===== src/hw/rtl/oaxy_pkg.sv =====
// Shared constants, quadrant codes and the arctangent table for the angle-to-xy pipeline.
package oaxy_pkg;

  // Fixed field widths
  localparam int ANGLE_W  = 24;
  localparam int RADIUS_W = 12;

  // Internal angle format: degrees with 20 fraction bits
  localparam int ANG_FRAC  = 20;
  localparam int T_W       = 27;
  localparam int Z_W       = T_W + 2;
  localparam int TABLE_LEN = 24;

  // Rotation datapath in Q30
  localparam int Q30_SHIFT = 30;
  localparam int XY_W      = 34;
  localparam logic signed [XY_W-1:0] GAIN_Q30 = 34'sd652032874;

  // Reciprocal of 360 for the modulo stage
  localparam int RECIP_SHIFT = 32;
  localparam int RECIP_W     = 24;

  // Stage counts of the front and back ends
  localparam int WRAP_ST  = 4;
  localparam int SCALE_ST = 3;

  // Parameter defaults
  localparam int DEF_STAGES = 16;
  localparam int DEF_FRAC   = 8;

  typedef enum logic [1:0] {
    QUAD_0,
    QUAD_90,
    QUAD_180,
    QUAD_270
  } quad_e;

  // atan(2^-i) in degrees, scaled by 2^20, rounded to nearest
  function automatic logic [T_W-1:0] atan_deg(input int idx);
    logic [T_W-1:0] val;
    case (idx)
      0:       val = 27'd47185920;
      1:       val = 27'd27855475;
      2:       val = 27'd14718068;
      3:       val = 27'd7471121;
      4:       val = 27'd3750058;
      5:       val = 27'd1876857;
      6:       val = 27'd938658;
      7:       val = 27'd469357;
      8:       val = 27'd234682;
      9:       val = 27'd117342;
      10:      val = 27'd58671;
      11:      val = 27'd29335;
      12:      val = 27'd14668;
      13:      val = 27'd7334;
      14:      val = 27'd3667;
      15:      val = 27'd1833;
      16:      val = 27'd917;
      17:      val = 27'd458;
      18:      val = 27'd229;
      19:      val = 27'd115;
      20:      val = 27'd57;
      21:      val = 27'd29;
      22:      val = 27'd14;
      23:      val = 27'd7;
      default: val = '0;
    endcase
    return val;
  endfunction

endpackage


===== src/hw/rtl/oaxy_scale.sv =====
// Back end: quadrant rotation, radius multiply, rounding and saturation, three stages.
module oaxy_scale #(
  parameter int FRAC_BITS = oaxy_pkg::DEF_FRAC
) (
  input  logic                                       clk_i,
  input  logic [oaxy_pkg::SCALE_ST-1:0]              en_i,
  input  logic signed [oaxy_pkg::XY_W-1:0]           x_i,
  input  logic signed [oaxy_pkg::XY_W-1:0]           y_i,
  input  oaxy_pkg::quad_e                            quad_i,
  input  logic [8+FRAC_BITS:0]                       wrap_i,
  input  logic [oaxy_pkg::RADIUS_W-1:0]              radius_i,
  output logic [8+FRAC_BITS:0]                       wrapped_angle_o,
  output logic signed [oaxy_pkg::RADIUS_W+FRAC_BITS:0] pos_x_o,
  output logic signed [oaxy_pkg::RADIUS_W+FRAC_BITS:0] pos_y_o
);

  localparam int XW   = oaxy_pkg::XY_W;
  localparam int RADW = oaxy_pkg::RADIUS_W;
  localparam int WW   = 9 + FRAC_BITS;
  localparam int OW   = RADW + FRAC_BITS + 1;
  localparam int PRW  = XW + RADW + 1;
  localparam int SH   = oaxy_pkg::Q30_SHIFT - FRAC_BITS;
  localparam logic signed [PRW-1:0] HALF = PRW'(1) << (SH - 1);

  // Stage 0: rotate the pair by whole quadrants
  logic signed [XW-1:0] c_d, s_d, c_q, s_q;
  logic [WW-1:0]        w0_q;
  logic [RADW-1:0]      rad0_q;

  always_comb begin
    case (quad_i)
      oaxy_pkg::QUAD_0: begin
        c_d = x_i;
        s_d = y_i;
      end
      oaxy_pkg::QUAD_90: begin
        c_d = -y_i;
        s_d = x_i;
      end
      oaxy_pkg::QUAD_180: begin
        c_d = -x_i;
        s_d = -y_i;
      end
      oaxy_pkg::QUAD_270: begin
        c_d = y_i;
        s_d = -x_i;
      end
      default: begin
        c_d = x_i;
        s_d = y_i;
      end
    endcase
  end

  always_ff @(posedge clk_i) begin
    if (en_i[0]) begin
      c_q    <= c_d;
      s_q    <= s_d;
      w0_q   <= wrap_i;
      rad0_q <= radius_i;
    end
  end

  // Stage 1: scale by the radius
  logic signed [PRW-1:0] rad_s, pc_d, ps_d, pc_q, ps_q;
  logic [WW-1:0]         w1_q;
  logic [RADW-1:0]       rad1_q;

  assign rad_s = $signed(PRW'(rad0_q));
  assign pc_d  = rad_s * PRW'(c_q);
  assign ps_d  = rad_s * PRW'(s_q);

  always_ff @(posedge clk_i) begin
    if (en_i[1]) begin
      pc_q   <= pc_d;
      ps_q   <= ps_d;
      w1_q   <= w0_q;
      rad1_q <= rad0_q;
    end
  end

  // Stage 2: round half up, clip to the radius
  logic signed [PRW-1:0] lim, rc, rs, cc, cs;
  logic signed [OW-1:0]  px_q, py_q;
  logic [WW-1:0]         w2_q;

  assign lim = $signed(PRW'({rad1_q, {FRAC_BITS{1'b0}}}));
  assign rc  = (pc_q + HALF) >>> SH;
  assign rs  = (ps_q + HALF) >>> SH;

  always_comb begin
    if (rc > lim) begin
      cc = lim;
    end else if (rc < -lim) begin
      cc = -lim;
    end else begin
      cc = rc;
    end
    if (rs > lim) begin
      cs = lim;
    end else if (rs < -lim) begin
      cs = -lim;
    end else begin
      cs = rs;
    end
  end

  always_ff @(posedge clk_i) begin
    if (en_i[2]) begin
      px_q <= OW'(cc);
      py_q <= OW'(cs);
      w2_q <= w1_q;
    end
  end

  assign wrapped_angle_o = w2_q;
  assign pos_x_o         = px_q;
  assign pos_y_o         = py_q;

endmodule


===== config.mk =====
export PLATFORM = sky130hd
export DESIGN_NAME = oaxy_scale
export DESIGN_NICKNAME = d
export VERILOG_FILES = /design/src/hw/rtl/oaxy_pkg.sv /design/src/hw/rtl/oaxy_scale.sv
export SDC_FILE = /design/constraint.sdc
export NUM_CORES = 2
export LEC_CHECK = 0
export BUFFER_PORTS_ARGS = -buffer_cell sky130_fd_sc_hd__buf_2
export CAP_MARGIN = 10
export CORE_MARGIN = 4
export CORE_UTILIZATION = 65
export DETAILED_ROUTE_END_ITERATION = 10
export PLACE_DENSITY_LB_ADDON = 0.25
export SLEW_MARGIN = 0
export SYNTH_ARGS = -nofsm -noshare
export SYNTH_HDL_FRONTEND = slang
export SYNTH_SLANG_ARGS = --single-unit

===== constraint.sdc =====
create_clock -name clk_i -period 14.9 [get_ports clk_i]
set_input_delay 2.235 -clock clk_i [delete_from_list [all_inputs] [get_ports clk_i]]
set_output_delay 2.235 -clock clk_i [all_outputs]
set_load 0.01 [all_outputs]

# Yosys cells after proc, flatten, opt, wreduce, memory -nomap -nowiden
# Cells that the tools add are included.
# word_totals
word_cells	34
out_inout_bits	59
input_bits	103
regBits	279
# op_classes
multipliers	2
muxes	6
magnitude_cmp	4
addsub	5
n_eq_ne	3
n_reduce_logical	1
# op_table
cell	n
$pmux W34 S4	2
$add A47 B23 Y47 const B	2
$lt A25 B47 Y1	2
$mul A13 B34 Y47	2
$neg A34 Y34	2
$gt A25 B21 Y1	2
$neg A20 Y47	1
$mux W21	2
$mux W20	2
$eq A2 B2 Y1 const B	2
$eq A2 B1 Y1 const B	1
$logic_not A2 Y1	1

# Longest topological paths before layout
# depth
word_depth	4
mapped_depth	24
depth_no_buf	21

# Worst setup path before layout
# No wires, ideal clock.
# synth_path
path_kind	reg2reg
startpoint	reg rad0_q[7]
endpoint	reg ps_q[43] (data pin)
setup_ns	0.258
slack_ns	8.862
arrival_ns	5.780
period_less_slack_ns	6.038
required_time_ns	14.642
stages_incl_launch_ff	23
n_path_buf	3
path_cell_list	edfxtp_1 -> clkbuf_1 -> clkbuf_1 -> clkbuf_1 -> nand2_1 -> fa_1 -> inv_1 -> fa_1 -> fa_1 -> fa_1 -> inv_1 -> fa_1 -> inv_1 -> ha_1 -> a222oi_1 -> nand2_1 -> a211oi_1 -> o211ai_1 -> a41oi_1 -> o311ai_0 -> a31o_2 -> a21oi_1 -> xnor2_1
# synth_between
elab_chain_cells	1
# synth_lines
item	line_no	rtl
start, declared	oaxy_scale.sv:28	logic [RADW-1:0] rad0_q;
start signal, assigned	oaxy_scale.sv:60	rad0_q <= radius_i;
$mul A13 B34 Y47	oaxy_scale.sv:71	assign ps_d = rad_s * PRW'(s_q);
via ps_d[43]	oaxy_scale.sv:65	logic signed [PRW-1:0] rad_s, pc_d, ps_d, pc_q, ps_q;
end signal, assigned	oaxy_scale.sv:76	ps_q <= ps_d;
end, declared	oaxy_scale.sv:65	
# The timed path passes the listed nets, and every way through them passes these cells.
# A chain may end at the register's enable or synchronous reset.

# Worst setup path in the final report
# layout_path
startpoint	reg rad0_q[4]
endpoint	reg pc_q[46] (data pin)
# layout_between
elab_chain_cells	1
# layout_lines
item	line_no	rtl
$mul A13 B34 Y47	oaxy_scale.sv:70	assign pc_d = rad_s * PRW'(c_q);
via pc_d[46]	oaxy_scale.sv:65	
end signal, assigned	oaxy_scale.sv:75	pc_q <= pc_d;
end, declared	oaxy_scale.sv:65	
# The timed path passes the listed nets, and every way through them passes these cells.

==> flow_summary_export.csv <==
group,metric,value,unit
logic_synthesis,synth_xor_area_share,4.61,%
clocking,clock_sinks,237,
grt,grt.overflow.total,0,
finish,fin_nets,5530,
timing,timing.fmax,132,MHz
worst_setup_path,critPathCapture,"pc_q[46]",
grt,grt_max_degree,95,
logic_synthesis,ys_types,72,
hold_path,hp-start,"w1_q[14]",
timing,finalHoldViolCount,0,
logic_synthesis,synthFlopType,"edfxtp_1",
place,numPortBuffers,161,
worst_setup_path,path_class,"flop to flop",
detailed_routing,firstDrtPassIters,5,
worst_setup_path,r2r-end,"pc_q[46]",
finish,layout_commonest_cell,"inv_1",
flow_run,drv_cap,0,
logic_synthesis,synth-simple-area-share,16.4,%
detailed_routing,postRouteWirelength,100,mm
grt,grt_pass1_wl,164,mm
grt,grt_usage,30.8,%
clocking,cts_hold_buf,0,
detailed_routing,detail-route-antenna-nets,0,
worst_setup_path,worstPathArrival,7870,ps
detailed_routing,via_per_inst,5.69,
place,dpl_worst_slack,7470,ps
clocking,cts_buffer_depth,3,
logic_synthesis,asyncSetResetFlopFracSynth,0,%
timing,relSlewSlack,26.5,%
timing,finalCritPeriodShare,50.7,%
worst_setup_path,crit_path_start,"rad0_q[4]",
logic_synthesis,yosys.area.top_type_share,35.0,%
timing,hold_slack,419,ps
logic_synthesis,synth_compound_area_share,6.83,%
logic_synthesis,yosysSeqAreaShare,17.4,%
worst_setup_path,reg2reg_from,"rad0_q[4]",
logic_synthesis,synth.area.mux_share,0.407,%
worst_setup_path,start_kind,"flop",
logic_synthesis,yosys.area.top_type,"fa_1",
clocking,insertion_delay,580,ps
clocking,ctsResizeCount,0,
timing,worst_slack,7350,ps
logic_synthesis,synth_top_family_by_area,"adder cells",
hold_path,hold_class,"flop to flop",
logic_synthesis,synthCells,4436,
timing,setup_viol,0,
worst_setup_path,crit_slowest_cell,"buf_4",
worst_setup_path,cp.required,15220,ps
logic_synthesis,synth.avg_cell_area,9.22,sq um
finish,layout_common_cells,"inv_1, fa_1, nand2_1",
floorplan,die_x,259,microns
clocking,cts_setup_buffers,0,
logic_synthesis,synthTopCellsByArea,"fa_1, edfxtp_1, inv_1, ha_1, and2_1",
finish,drive_gt1_share,5.68,%
clocking,htree_levels,1,
worst_setup_path,critPathBufInv,4,
floorplan,die_h,259,microns
logic_synthesis,syn-num-nets,5535,
timing,maxSlewViolCount,0,
grt,grt_pass1_vias,31900,
timing,tns,0,ps
place,dp_hpwl,77.9,mm
worst_setup_path,cp_common_cell,"fa_1",
worst_setup_path,critPathTopFamily,"adder cells",
logic_synthesis,synthAdderAreaFrac,43.6,%
place,gp_congestion,0.907,
status,status,"complete, no violations",
detailed_routing,drtIter0Drc,2248,
logic_synthesis,synth_edf_count,237,
worst_setup_path,path_cells,"buf_4 -> nand2_1 -> fa_1 -> fa_1 -> inv_1 -> fa_1 -> fa_1 -> inv_1 -> fa_1 -> inv_1 -> ha_1 -> and3_1 -> nand4_1 -> a211oi_1 -> o31ai_1 -> a21boi_0 -> o21ai_0 -> o311ai_0 -> a21oi_1 -> xnor2_1",
logic_synthesis,synth_area,40900,sq um
clocking,numCtsBuffers,28,
detailed_routing,wire_per_inst,18.9,microns
clocking,cts_tree,"built",
finish,synthToLayoutAreaGrowth,5.36,%
timing,rsz0062_at_grt,"no",
timing,fin_crit,7550,ps
clocking,clk_pin_slew,60,ps
clocking,clockRootBuffer,"clkbuf_16",
logic_synthesis,yosys_register_bits,237,
detailed_routing,vias,30100,
worst_setup_path,regToRegSetupSlack,7350,ps
worst_setup_path,r2r_cells,20,
floorplan,ioPinCount,162,
detailed_routing,drc,0,
floorplan,fp.dieArea,67000,sq um
timing,clock_skew,29.5,ps
worst_setup_path,end_kind,"flop",
worst_setup_path,path_max_fanout,57,
worst_setup_path,cpPeakStageDelay,670,ps
floorplan,core,61900,sq um
timing,max_slew.worst_pin.slew,1090,ps
logic_synthesis,yosysWarningCount,0,
floorplan,num_rows,91,
floorplan,start_util,66.0,%
grt,antenna_found_initial,13,
worst_setup_path,cp_num_cells,20,
## per-layer routing
layer	GRT usage, %	vias to the layer above	routed length, microns
met1	40.6	14900	39300
li1	-	13700	-
met5	0	-	57
met2	50.6	1305	47400
met4	9.96	8	3570
met3	7.78	234	9970
## kinds of logic (layout without fill, tap and decap cells)
| logic type | Yosys count | count (layout) |
|---|---|---|
| and+or+nand+nor | 1361 | 1361 |
| buffers and inverters | 1173 | 1188 |
| adders and majority gates | 996 | 996 |
| AOI/OAI and AO/OA | 440 | 440 |
| DFF | 237 | 237 |
| xor gates and xnor gates | 215 | 215 |
| muxes | 14 | 14 |
| other | 0 | 7 |
## how the worst min path moves through the flow
stage / endpoint / depth (start not counted)
5_1_grt: w1_q[4] / 0
3_5_place_dp: w1_q[11] / 0
4_1_cts: wrapped_angle_o[10] / 0
6_report: wrapped_angle_o[14] / 0
3_3_place_gp: w1_q[9] / 0
2_1_floorplan: w1_q[0] / 0
## layout make-up
type                    instances  area (sq um)
diodes                          7          17.5
clock buffers                  33           719
clock inverters                17           221
well taps                     837          1050
multi-input cells            3026         29400
inverters                     951          3570
fillers                      4834         18900
repair buffers                187          1010
flip-flops and latches        237          7120
## state kept, by name (all words and copies together) (netlist names)
| name | flops |
|---|---|
| ps_q | 26 |
| rad0_q | 12 |
| s_q | 34 |
| pc_q | 26 |
| w0_q | 17 |
| c_q | 34 |
| w1_q | 17 |
| rad1_q | 12 |
| pos_x_o | 21 |
| pos_y_o | 21 |
| wrapped_angle_o | 17 |
## metrics by stage
step	cell area [sq um]	util, %	cells
after global routing	43100	69.5	5294
after detailed placement	42100	68.0	5238
after global placement	42100	68.0	5238
final	43100	69.5	5295
after CTS	43100	69.5	5288
after floorplan	40900	-	4436
## worst reg2reg max path: cells and delay by family (launching register included)
| kind | cells | cell delay, ps |
|---|---|---|
| xor gates and xnor gates | 1 | 170 |
| and+or+nand+nor | 3 | 470 |
| adders and majority gates | 6 | 2880 |
| buffers and inverters | 4 | 820 |
| DFF | 1 | 580 |
| AOI/OAI and AO/OA | 6 | 2400 |
## synth_stat cells (11+ instances only)
library cell and count:
inv_1 951, fa_1 714, nand2_1 587, and2_1 375, ha_1 282, edfxtp_1 237, clkbuf_1 212, xnor2_1 148
a21oi_1 134, nor2_1 133, o21ai_0 100, xor2_1 67, a21o_1 58, nand3_1 50, nand4_1 40, nor3_1 40
nand2b_1 31, and3_1 20, nor4_1 18, nor2b_1 16, o21a_1 16, a31oi_1 15, a211oi_1 13, o31ai_1 13
and4_1 12, mux2i_1 11
Power is left out: the tool's default activity adds up to more than one toggle a clock period on the data nets, which glitch-free logic cannot reach.
