<file path="src/hw/rtl/oaxy_pkg.sv">
// Shared constants, quadrant codes and the arctangent table for the angle-to-xy pipeline.
package oaxy_pkg;

  // Fixed field widths
  localparam int ANGLE_W  = 24;
  localparam int RADIUS_W = 12;

  // Internal angle format: degrees with 20 fraction bits
  localparam int ANG_FRAC  = 20;
  localparam int T_W       = 27;
  localparam int Z_W       = T_W + 2;
  localparam int TABLE_LEN = 24;

  // Rotation datapath in Q30
  localparam int Q30_SHIFT = 30;
  localparam int XY_W      = 34;
  localparam logic signed [XY_W-1:0] GAIN_Q30 = 34'sd652032874;

  // Reciprocal of 360 for the modulo stage
  localparam int RECIP_SHIFT = 32;
  localparam int RECIP_W     = 24;

  // Stage counts of the front and back ends
  localparam int WRAP_ST  = 4;
  localparam int SCALE_ST = 3;

  // Parameter defaults
  localparam int DEF_STAGES = 16;
  localparam int DEF_FRAC   = 8;

  typedef enum logic [1:0] {
    QUAD_0,
    QUAD_90,
    QUAD_180,
    QUAD_270
  } quad_e;

  // atan(2^-i) in degrees, scaled by 2^20, rounded to nearest
  function automatic logic [T_W-1:0] atan_deg(input int idx);
    logic [T_W-1:0] val;
    case (idx)
      0:       val = 27'd47185920;
      1:       val = 27'd27855475;
      2:       val = 27'd14718068;
      3:       val = 27'd7471121;
      4:       val = 27'd3750058;
      5:       val = 27'd1876857;
      6:       val = 27'd938658;
      7:       val = 27'd469357;
      8:       val = 27'd234682;
      9:       val = 27'd117342;
      10:      val = 27'd58671;
      11:      val = 27'd29335;
      12:      val = 27'd14668;
      13:      val = 27'd7334;
      14:      val = 27'd3667;
      15:      val = 27'd1833;
      16:      val = 27'd917;
      17:      val = 27'd458;
      18:      val = 27'd229;
      19:      val = 27'd115;
      20:      val = 27'd57;
      21:      val = 27'd29;
      22:      val = 27'd14;
      23:      val = 27'd7;
      default: val = '0;
    endcase
    return val;
  endfunction

endpackage

</file>
<file path="src/hw/rtl/oaxy_cordic_stage.sv">
// One CORDIC rotation stage with a registered result and a carried sideband.
module oaxy_cordic_stage #(
  parameter int IDX    = 0,
  parameter int SIDE_W = 1
) (
  input  logic                               clk_i,
  input  logic                               en_i,
  input  logic signed [oaxy_pkg::XY_W-1:0]   x_i,
  input  logic signed [oaxy_pkg::XY_W-1:0]   y_i,
  input  logic signed [oaxy_pkg::Z_W-1:0]    z_i,
  input  logic [SIDE_W-1:0]                  side_i,
  output logic signed [oaxy_pkg::XY_W-1:0]   x_o,
  output logic signed [oaxy_pkg::XY_W-1:0]   y_o,
  output logic signed [oaxy_pkg::Z_W-1:0]    z_o,
  output logic [SIDE_W-1:0]                  side_o
);

  localparam int XW = oaxy_pkg::XY_W;
  localparam int ZW = oaxy_pkg::Z_W;
  localparam logic [oaxy_pkg::T_W-1:0] ATAN_U = oaxy_pkg::atan_deg(IDX);
  localparam logic signed [ZW-1:0] ATAN = $signed({2'b00, ATAN_U});

  logic signed [XW-1:0] xs, ys, x_d, y_d, x_q, y_q;
  logic signed [ZW-1:0] z_d, z_q;
  logic [SIDE_W-1:0]    side_q;

  assign xs = x_i >>> IDX;
  assign ys = y_i >>> IDX;

  // Rotate toward zero residual angle
  always_comb begin
    if (!z_i[ZW-1]) begin
      x_d = x_i - ys;
      y_d = y_i + xs;
      z_d = z_i - ATAN;
    end else begin
      x_d = x_i + ys;
      y_d = y_i - xs;
      z_d = z_i + ATAN;
    end
  end

  always_ff @(posedge clk_i) begin
    if (en_i) begin
      x_q    <= x_d;
      y_q    <= y_d;
      z_q    <= z_d;
      side_q <= side_i;
    end
  end

  assign x_o    = x_q;
  assign y_o    = y_q;
  assign z_o    = z_q;
  assign side_o = side_q;

endmodule

</file>
<file path="config.mk">
export PLATFORM = sky130hd
export DESIGN_NAME = oaxy_cordic_stage
export DESIGN_NICKNAME = d
export VERILOG_FILES = /design/src/hw/rtl/oaxy_pkg.sv /design/src/hw/rtl/oaxy_cordic_stage.sv
export SDC_FILE = /design/constraint.sdc
export NUM_CORES = 1
export LEC_CHECK = 0
export BUFFER_PORTS_ARGS = -buffer_cell sky130_fd_sc_hd__buf_4
export CORE_ASPECT_RATIO = 0.9
export CORE_MARGIN = 4
export CORE_UTILIZATION = 27
export CTS_CLUSTER_DIAMETER = 80
export DETAILED_ROUTE_END_ITERATION = 8
export GPL_TIMING_DRIVEN = 1
export HOLD_SLACK_MARGIN = 0.1
export PLACE_DENSITY_LB_ADDON = 0.15
export SYNTH_ARGS = -nofsm -noshare
export SYNTH_HDL_FRONTEND = slang
export SYNTH_SLANG_ARGS = --single-unit
</file>
<file path="constraint.sdc">
create_clock -name clk_i -period 3.5 [get_ports clk_i]
set_input_delay 0 -clock clk_i [delete_from_list [all_inputs] [get_ports clk_i]]
set_output_delay 0 -clock clk_i [all_outputs]
set_load 0.05 [all_outputs]
</file>
### Word-level counts from Yosys, hierarchy flattened

Index checks and enable logic that the tools add are counted.

| cells by class | value |
|---|---|
| $add $sub $neg | 5 |
| multipliers | 0 |
| divide/modulo/power cells | 0 |
| $lt $le $gt $ge | 0 |
| equal/unequal tests | 0 |
| shift-type cells | 0 |
| mux-type cells | 3 |
| bitwise logic cells | 0 |
| reduce and logical (&&, ||, !) cells | 0 |

Operator list:

| operator | number |
|---|---|
| 34-bit 2-to-1 mux | 2 |
| 34-bit subtractor | 2 |
| 34-bit adder | 1 |
| 29-bit by 27-bit adder with 29-bit output, second input constant | 1 |
| 29-bit 2-to-1 mux | 1 |
| 29-bit by 27-bit subtractor with 29-bit output, second input constant | 1 |

| word-level totals | value |
|---|---|
| register bits after elaboration | 98 |
| bits in latches | 0 |
| RAM bits | 0 |
| memory bits (read-only) | 0 |
| input bits | 100 |
| output and inout bits | 98 |
| memories | 0 |

### Longest topological paths before layout

Gate-level depths: netlist of run 1.

| logic depth | value |
|---|---|
| depth after elaboration | 2 |
| depth in mapped cells | 13 |
| gate-level depth less buffers | 12 |

### Worst setup path after synthesis of run 1

Ideal clock, no wire load.

| path | value |
|---|---|
| kind | input to register |
| start point | in x_i[0] (netlist bit) |
| end point | reg x_q[30] (netlist: x_o[30]), data pin |
| setup time | 0.259 ns |
| arrival | 2.399 ns |
| required time | 3.241 ns |
| slack | 0.842 ns |
| cell stages on the path | 11 |
| path buffers | 0 |
| path through | ha_1 fa_1 nor2b_1 o211ai_1 a211oi_2 a2111oi_4 o31ai_4 a221oi_4 o311ai_1 a31oi_1 xnor2_1 |

| between the ends | value |
|---|---|
| longest elaborated chain between the ends | 2 |
| elaborated cells between the ends (all ways) | 3 |
| classes of those cells | add/sub (2); mux (1) |

RTL lines:

| what | line | text |
|---|---|---|
| start, declared | oaxy_cordic_stage.sv:8 | `input logic signed [oaxy_pkg::XY_W-1:0] x_i,` |
| 34-bit subtractor or 34-bit adder (tied branches) | oaxy_cordic_stage.sv:33, oaxy_cordic_stage.sv:37 |  |
| 34-bit 2-to-1 mux (*) | oaxy_cordic_stage.sv:32 | `if (!z_i[ZW-1]) begin` |
| net x_d[30] | oaxy_cordic_stage.sv:23 | `logic signed [XW-1:0] xs, ys, x_d, y_d, x_q, y_q;` |
| end signal, assigned | oaxy_cordic_stage.sv:45 | `x_q <= x_d;` |
| end, declared | oaxy_cordic_stage.sv:23 |  |

Mark *: on every way through the listed nets, which the timed path passes. The rest lies on a longest branch.
A chain may end at the register's enable or synchronous reset.

### Worst setup path after layout of run 1

| path | value |
|---|---|
| start point | in y_i[0] (netlist bit) |
| end point | reg y_q[32] (netlist: y_o[32]), data pin |

| between the ends | value |
|---|---|
| longest elaborated chain between the ends | 2 |
| elaborated cells between the ends (all ways) | 3 |
| classes of those cells | add/sub (2); mux (1) |

RTL lines:

| what | line | text |
|---|---|---|
| start, declared | oaxy_cordic_stage.sv:9 | `input logic signed [oaxy_pkg::XY_W-1:0] y_i,` |
| 34-bit adder or 34-bit subtractor (tied branches) | oaxy_cordic_stage.sv:34, oaxy_cordic_stage.sv:38 |  |
| 34-bit 2-to-1 mux (*) | oaxy_cordic_stage.sv:32 |  |
| net y_d[32] | oaxy_cordic_stage.sv:23 |  |
| end signal, assigned | oaxy_cordic_stage.sv:46 | `y_q <= y_d;` |
| end, declared | oaxy_cordic_stage.sv:23 |  |

Marks and branches as above.

==> flow_summary.ini, run 1 <==
[die]
die_w_um = 199.6
fp.dieH_um = 180.4
core_area_um2 = 32270
die_area_um2 = 36010
start_util_pct = 27.64
rows = 62
top_level_ports = 198

[final_layout]
instances_no_fill = 1672
layout-area-overhead-vs-synth_pct = 30.37
regArea_um2 = 2913
num-nets-final = 1462
layout-drive-gt1-share_pct = 21.26
final_cell_mix = buf_4, a21oi_1, ha_1
n_antenna_cell = 0
fillers = 3387
multi_input_area_um2 = 5419
mostFrequentLayoutCell = buf_4

[sta]
tightest_slew_ns = 0.9751
fmax_ghz = 0.3023
final.setup.worst_slack_ns = 0.1922
hold_viol = 0
rsz0062_at_grt = false
slew_violations = 0
final-setup-viol-count = 0
holdWs_ns = 0.1291
period_needed_ns = 3.308
fin_crit_sh_pct = 94.51
fin_tns_setup_ns = 0
slew_headroom_pct = 34.99

[worst_setup_path]
arrival_ns = 3.41
worstSetupPathType = input port to flip-flop
endpoint_kind = flip-flop
crit_path_cell_trace = dlygate4sd3_1, buf_4, ha_1, fa_1, nor2b_1, o211ai_1, buf_4, a211oi_2, a2111oi_4, o31ai_4, a221oi_4, buf_4, o41a_1, o22ai_1, xnor2_1
critPathMaxFanout = 4
cp_top_family = compound AO/OA/AOI/OAI gates
critical-path-max-stage-delay_ns = 0.54
cpMostUsedCell = buf_4
critPathSlowestCell = dlygate4sd3_1
cp-start-kind = input port
crit_required_ns = 3.60
crit_buf_inv = 4
worstSetupPathDepth = 15

[pwr]
p_leak_nw = 5.092
ir_worst_vdd_v = 0.0002746
power_mw = 4.919
powerDensity_nw_per_um2 = 423.1

[synth]
syn-num-nets = 1230
synthXorXnorAreaFrac_pct = 6.874
yosys.cell_types.count = 68
avgSynthCellArea_um2 = 8.752
synth_compound_area_share_pct = 23.96
ys_ff_latch = 97
synth_mux_area_share_pct = 1.235
netlist_instances = 1019
yosys.area_share.simple_pct = 12.70
synthFlopType = edfxtp_1
synth-edff-count = 97
yosys.area_share.adder_pct = 15.91
seq_area_frac_synth_pct = 32.66
ys_warn_count = 0
syn_area_um2 = 8919
async_reset_ff_share_pct = 0
synth_top_family_by_area = compound AO/OA/AOI/OAI gates

[clock_network]
cts_tree = yes
numCtsBuffers = 9
cts.clk_slew.worst_paths_ns = 0.08
clock_sinks = 97
htreeDepth = 3
cts-root-buf = clkbuf_16
cts_buffer_depth = 2

[routing]
drcViolationCount = 0
postRouteAntennaNets = 0
wl_um = 31240
num_vias = 8438
firstDrtPassIters = 5
via_per_inst = 5.047
first_iter_violations = 545
wl_per_cell_um = 18.68

[place]
place_congestion = 0.8723
dp_slack_ns = 0.2739
dp.final_hpwl_um = 24700
io_buffers = 197
dp_cells = 1626

[hold_path]
hold_path_class = input port to flip-flop
hold_path_end = z_o[24]
worstHoldStart = z_i[24]
whs_path_depth = 3

[global_route]
antenna_found_initial = 1
grt_pass1_vias = 8056
grt_max_degree = 76
grt_pass1_wl_um = 47110
grtUsageTotal_pct = 16.53
grt.overflow.total = 0

[status]
status = complete, no violations

[job]
drv_cap = 0
==> cells in the mapped netlist, drive strengths merged, types with 12 or more instances <==
master	instances	share of area [%]
nand2b	13	0.91
nor2b	13	0.91
xnor2	60	5.9
o21bai	24	2.0
nor3	23	1.3
nand4	12	0.84
clkbuf	27	1.1
a21o	14	1.2
nand3	15	0.84
buf	16	0.81
o21ai	77	4.3
nand2	60	2.5
ha	107	15
a21oi	134	7.5
nor2	75	3.2
a31oi	12	0.84
edfxtp	97	33
inv	107	4.5
==> power by group <==
group | switching, mW | internal, mW | total (mW)
Sequential | 0.0556 | 1.51 | 1.56
Clock | 0.518 | 0.565 | 1.08
Combinational | 1.51 | 0.765 | 2.27
Total | 2.08 | 2.84 | 4.92
==> registers in the layout (all words and copies together) (netlist names) <==
| register | cells |
|---|---|
| x_o | 34 |
| y_o | 33 |
| z_o | 29 |
| side_o | 1 |
==> routing by layer <==
layer  GRT usage (%)  part of all wire, %  vias to the layer above
met5               0                    0                        -
met4           3.097                  1.2                        0
met3           2.842                  7.4                       22
met2           24.06                   42                      319
met1           25.66                   49                     3988
li1                -                    -                     4109
==> area by class of cell <==
| cell class | instances | share of cell area (%) |
|---|---|---|
| multi-input combinational | 767 | 46.61 |
| sequential | 97 | 25.05 |
| timing repair buffer | 264 | 17.65 |
| tap | 416 | 4.476 |
| inverter | 112 | 3.616 |
| clock buffer | 9 | 1.937 |
| clock inverter | 7 | 0.6672 |
==> through the flow <==
stage               cell area, um2  utilization (%)
finish                       11630            36.03
global route                 11630            36.03
CTS                          11600            35.96
detailed placement           11020            34.15
global placement             11020            34.15
floorplan                     8919                -
==> how the worst max path moves through the flow <==
stage,startpoint,to,slack [ns]
after floorplan,x_i[0],x_o[30],0.84
after global placement,x_i[0],x_o[30],0.30
after detailed placement,x_i[0],x_o[30],0.27
after CTS,y_i[0],x_o[30],0.09
after global routing,y_i[0],x_o[30],0.002
final,y_i[0],y_o[32],0.19
==> kinds of logic after synthesis <==
family | count (synthesis)
AO/OA/AOI/OAI | 337
AND/OR/NAND/NOR | 238
buffers and inverters | 155
multiplexers | 11
XOR/XNOR | 70
flip-flops | 97
adder cells (fa/ha/maj) | 111
==> repair_timing <==
action / 4_1_cts / 5_1_grt
hold buffers: 28 / 0
resized for setup: 0 / 1
endpoints found under the hold margin: 28 / 0
setup endpoints to repair: 0 / 7
buffers inserted: 0 / 2
(Power assumes the default switching activity.)
==> run 2, diff against run 1 <==
--- a/config.mk
+++ b/config.mk
@@ -8,12 +8,13 @@
 export BUFFER_PORTS_ARGS = -buffer_cell sky130_fd_sc_hd__buf_4
 export CORE_ASPECT_RATIO = 0.9
 export CORE_MARGIN = 4
-export CORE_UTILIZATION = 27
+export CORE_UTILIZATION = 56
 export CTS_CLUSTER_DIAMETER = 80
 export DETAILED_ROUTE_END_ITERATION = 8
 export GPL_TIMING_DRIVEN = 1
 export HOLD_SLACK_MARGIN = 0.1
 export PLACE_DENSITY_LB_ADDON = 0.15
+export SKIP_LAST_GASP = 1
 export SYNTH_ARGS = -nofsm -noshare
 export SYNTH_HDL_FRONTEND = slang
 export SYNTH_SLANG_ARGS = --single-unit
==> run 2 against run 1 <==
Wire length is 11% lower; critical endpoint is now x_o[26]; clock power shrank 6%; sequential cell count is the same; power is 2.0% lower.
==> flow_summary.ini, run 2 (same netlist as run 1, synthesis figures left out) <==
[status]
status = complete, no violations

[final_layout]
mostFrequentLayoutCell = buf_4
final_cell_mix = buf_4, a21oi_1, ha_1
finalInstanceArea_um2 = 11280
n_antenna_cell = 0
num-nets-final = 1451
finalCoreUtilization_pct = 72.77
layout-area-overhead-vs-synth_pct = 26.43
largest_reg_flops = 34
layout-drive-gt1-share_pct = 20.56

[global_route]
use_met3_pct = 5.371
grt.overflow.total = 0
grt_pass1_wl_um = 43210
grt_max_degree = 57
grt.busiest_layer = met2
antenna_found_initial = 0
grtUsageTotal_pct = 30.11
met1_usage_pct = 43.31
met2_usage_pct = 47.83
grt_pass1_vias = 7939

[sta]
tightest_slew_ns = 0.6564
period_needed_ns = 3.361
fin_crit_sh_pct = 96.03
hold_viol = 0
slew_violations = 0
slew_headroom_pct = 55.87
fmax_ghz = 0.2975
final-setup-viol-count = 0

[routing]
via_per_inst = 5.980
wl_per_cell_um = 19.30
postRouteAntennaNets = 0
first_iter_violations = 948
wl_um = 27930
firstDrtPassIters = 6
num_vias = 8653
drcViolationCount = 0

[pwr]
powerDensity_nw_per_um2 = 427.4
ir_worst_vdd_v = 0.0003089
p_leak_nw = 5.041

[worst_setup_path]
critPathSlowestCell = dlygate4sd3_1
cp_top_family = compound AO/OA/AOI/OAI gates
critical-path-max-stage-delay_ns = 0.54
crit_buf_inv = 2
cp-start-kind = input port
critPathMaxFanout = 3
arrival_ns = 3.47
worstSetupPathType = input port to flip-flop
crit_path_cell_trace = dlygate4sd3_1, buf_4, ha_1, fa_1, nand2b_1, a21oi_1, o21ai_0, a211oi_1, o21ai_0, a31oi_1, a211oi_1, a21oi_1, xnor2_1
endpoint_kind = flip-flop
crit_required_ns = 3.61

[place]
placed_area_um2 = 10680
place_congestion = 0.9935
dp.final_hpwl_um = 21430
io_buffers = 197

[clock_network]
numCtsBuffers = 9
cts.clk_slew.worst_paths_ns = 0.08
cts_buffer_depth = 2
clock_sinks = 97
cts_tree = yes
htreeDepth = 3
cts-root-buf = clkbuf_16

[hold_path]
hold_path_class = input port to flip-flop
whs_path_depth = 3
hold_path_end = y_o[33]
worstHoldStart = x_i[33]

[die]
top_level_ports = 198
rows = 43
die_w_um = 141.0
fp.dieH_um = 127.7
die_area_um2 = 18010
start_util_pct = 57.56
core_area_um2 = 15490

[job]
drv_cap = 0
run 2: cell count changes in the layout (fill, tap and decap cells not counted):
| cell | delta |
|---|---|
| clkinv_8 | +1 |
| clkinvlp_4 | -1 |
| inv_6 | -2 |
| bufinv_16 | -1 |
| clkinv_2 | -1 |
| o311ai_0 | -1 |
| buf_4 | -11 |
| o311ai_1 | +1 |
| inv_8 | +3 |
| clkinv_4 | +1 |
run 2: what timing repair did:
| action | CTS | global route |
|---|---|---|
| resized for setup | 0 | 2 |
| buffers inserted | 0 | 1 |
| endpoints found under the hold margin | 29 | 0 |
| endpoints found under the setup margin | 0 | 9 |
| hold buffers | 28 | 0 |
run 2: final cells by class:
cell class	count	area (um2)
Tap cell	202	252.7
Inverter	112	420.4
Multi-Input combinational cell	767	5419
Timing Repair Buffer	253	1969
Sequential cell	97	2913
Fill cell	1200	4219
Clock buffer	9	225.2
Clock inverter	7	76.32
run 2: stage by stage:
step                      power, mW  setup WS, ns  instances  setup TNS (ns)  hold WS (ns)
final                         4.820        0.1390       1447               0        0.1278
after global routing          5.039      -0.03385       1447        -0.03385        0.1182
after CTS                     4.811       0.04343       1446               0        0.1068
after detailed placement      3.752        0.2060       1402               0        0.1794
after global placement        3.731        0.2694       1402               0        0.1780
after floorplan               3.045        0.8418       1019               0       0.09887
run 2: power by group:
| group | internal (mW) | switching [mW] |
|---|---|---|
| registers | 1.51 | 0.0563 |
| clock network | 0.509 | 0.511 |
| logic | 0.750 | 1.48 |
run 2: worst max path at each step:
stage           start       to  cells after the start
2_1_floorplan  x_i[0]  x_o[30]                     11
3_3_place_gp   x_i[0]  x_o[30]                     12
3_5_place_dp   x_i[0]  y_o[30]                     12
4_1_cts        y_i[0]  y_o[30]                     13
5_1_grt        y_i[0]  y_o[30]                     14
6_report       y_i[0]  x_o[26]                     13
run 2: per-layer routing:
layer,routed length [um],up-vias,share of wire (%)
met4,503,0,1.8
li1,-,4083,-
met3,2782,41,10
met5,0,-,0
met1,11840,4008,42
met2,12800,521,46
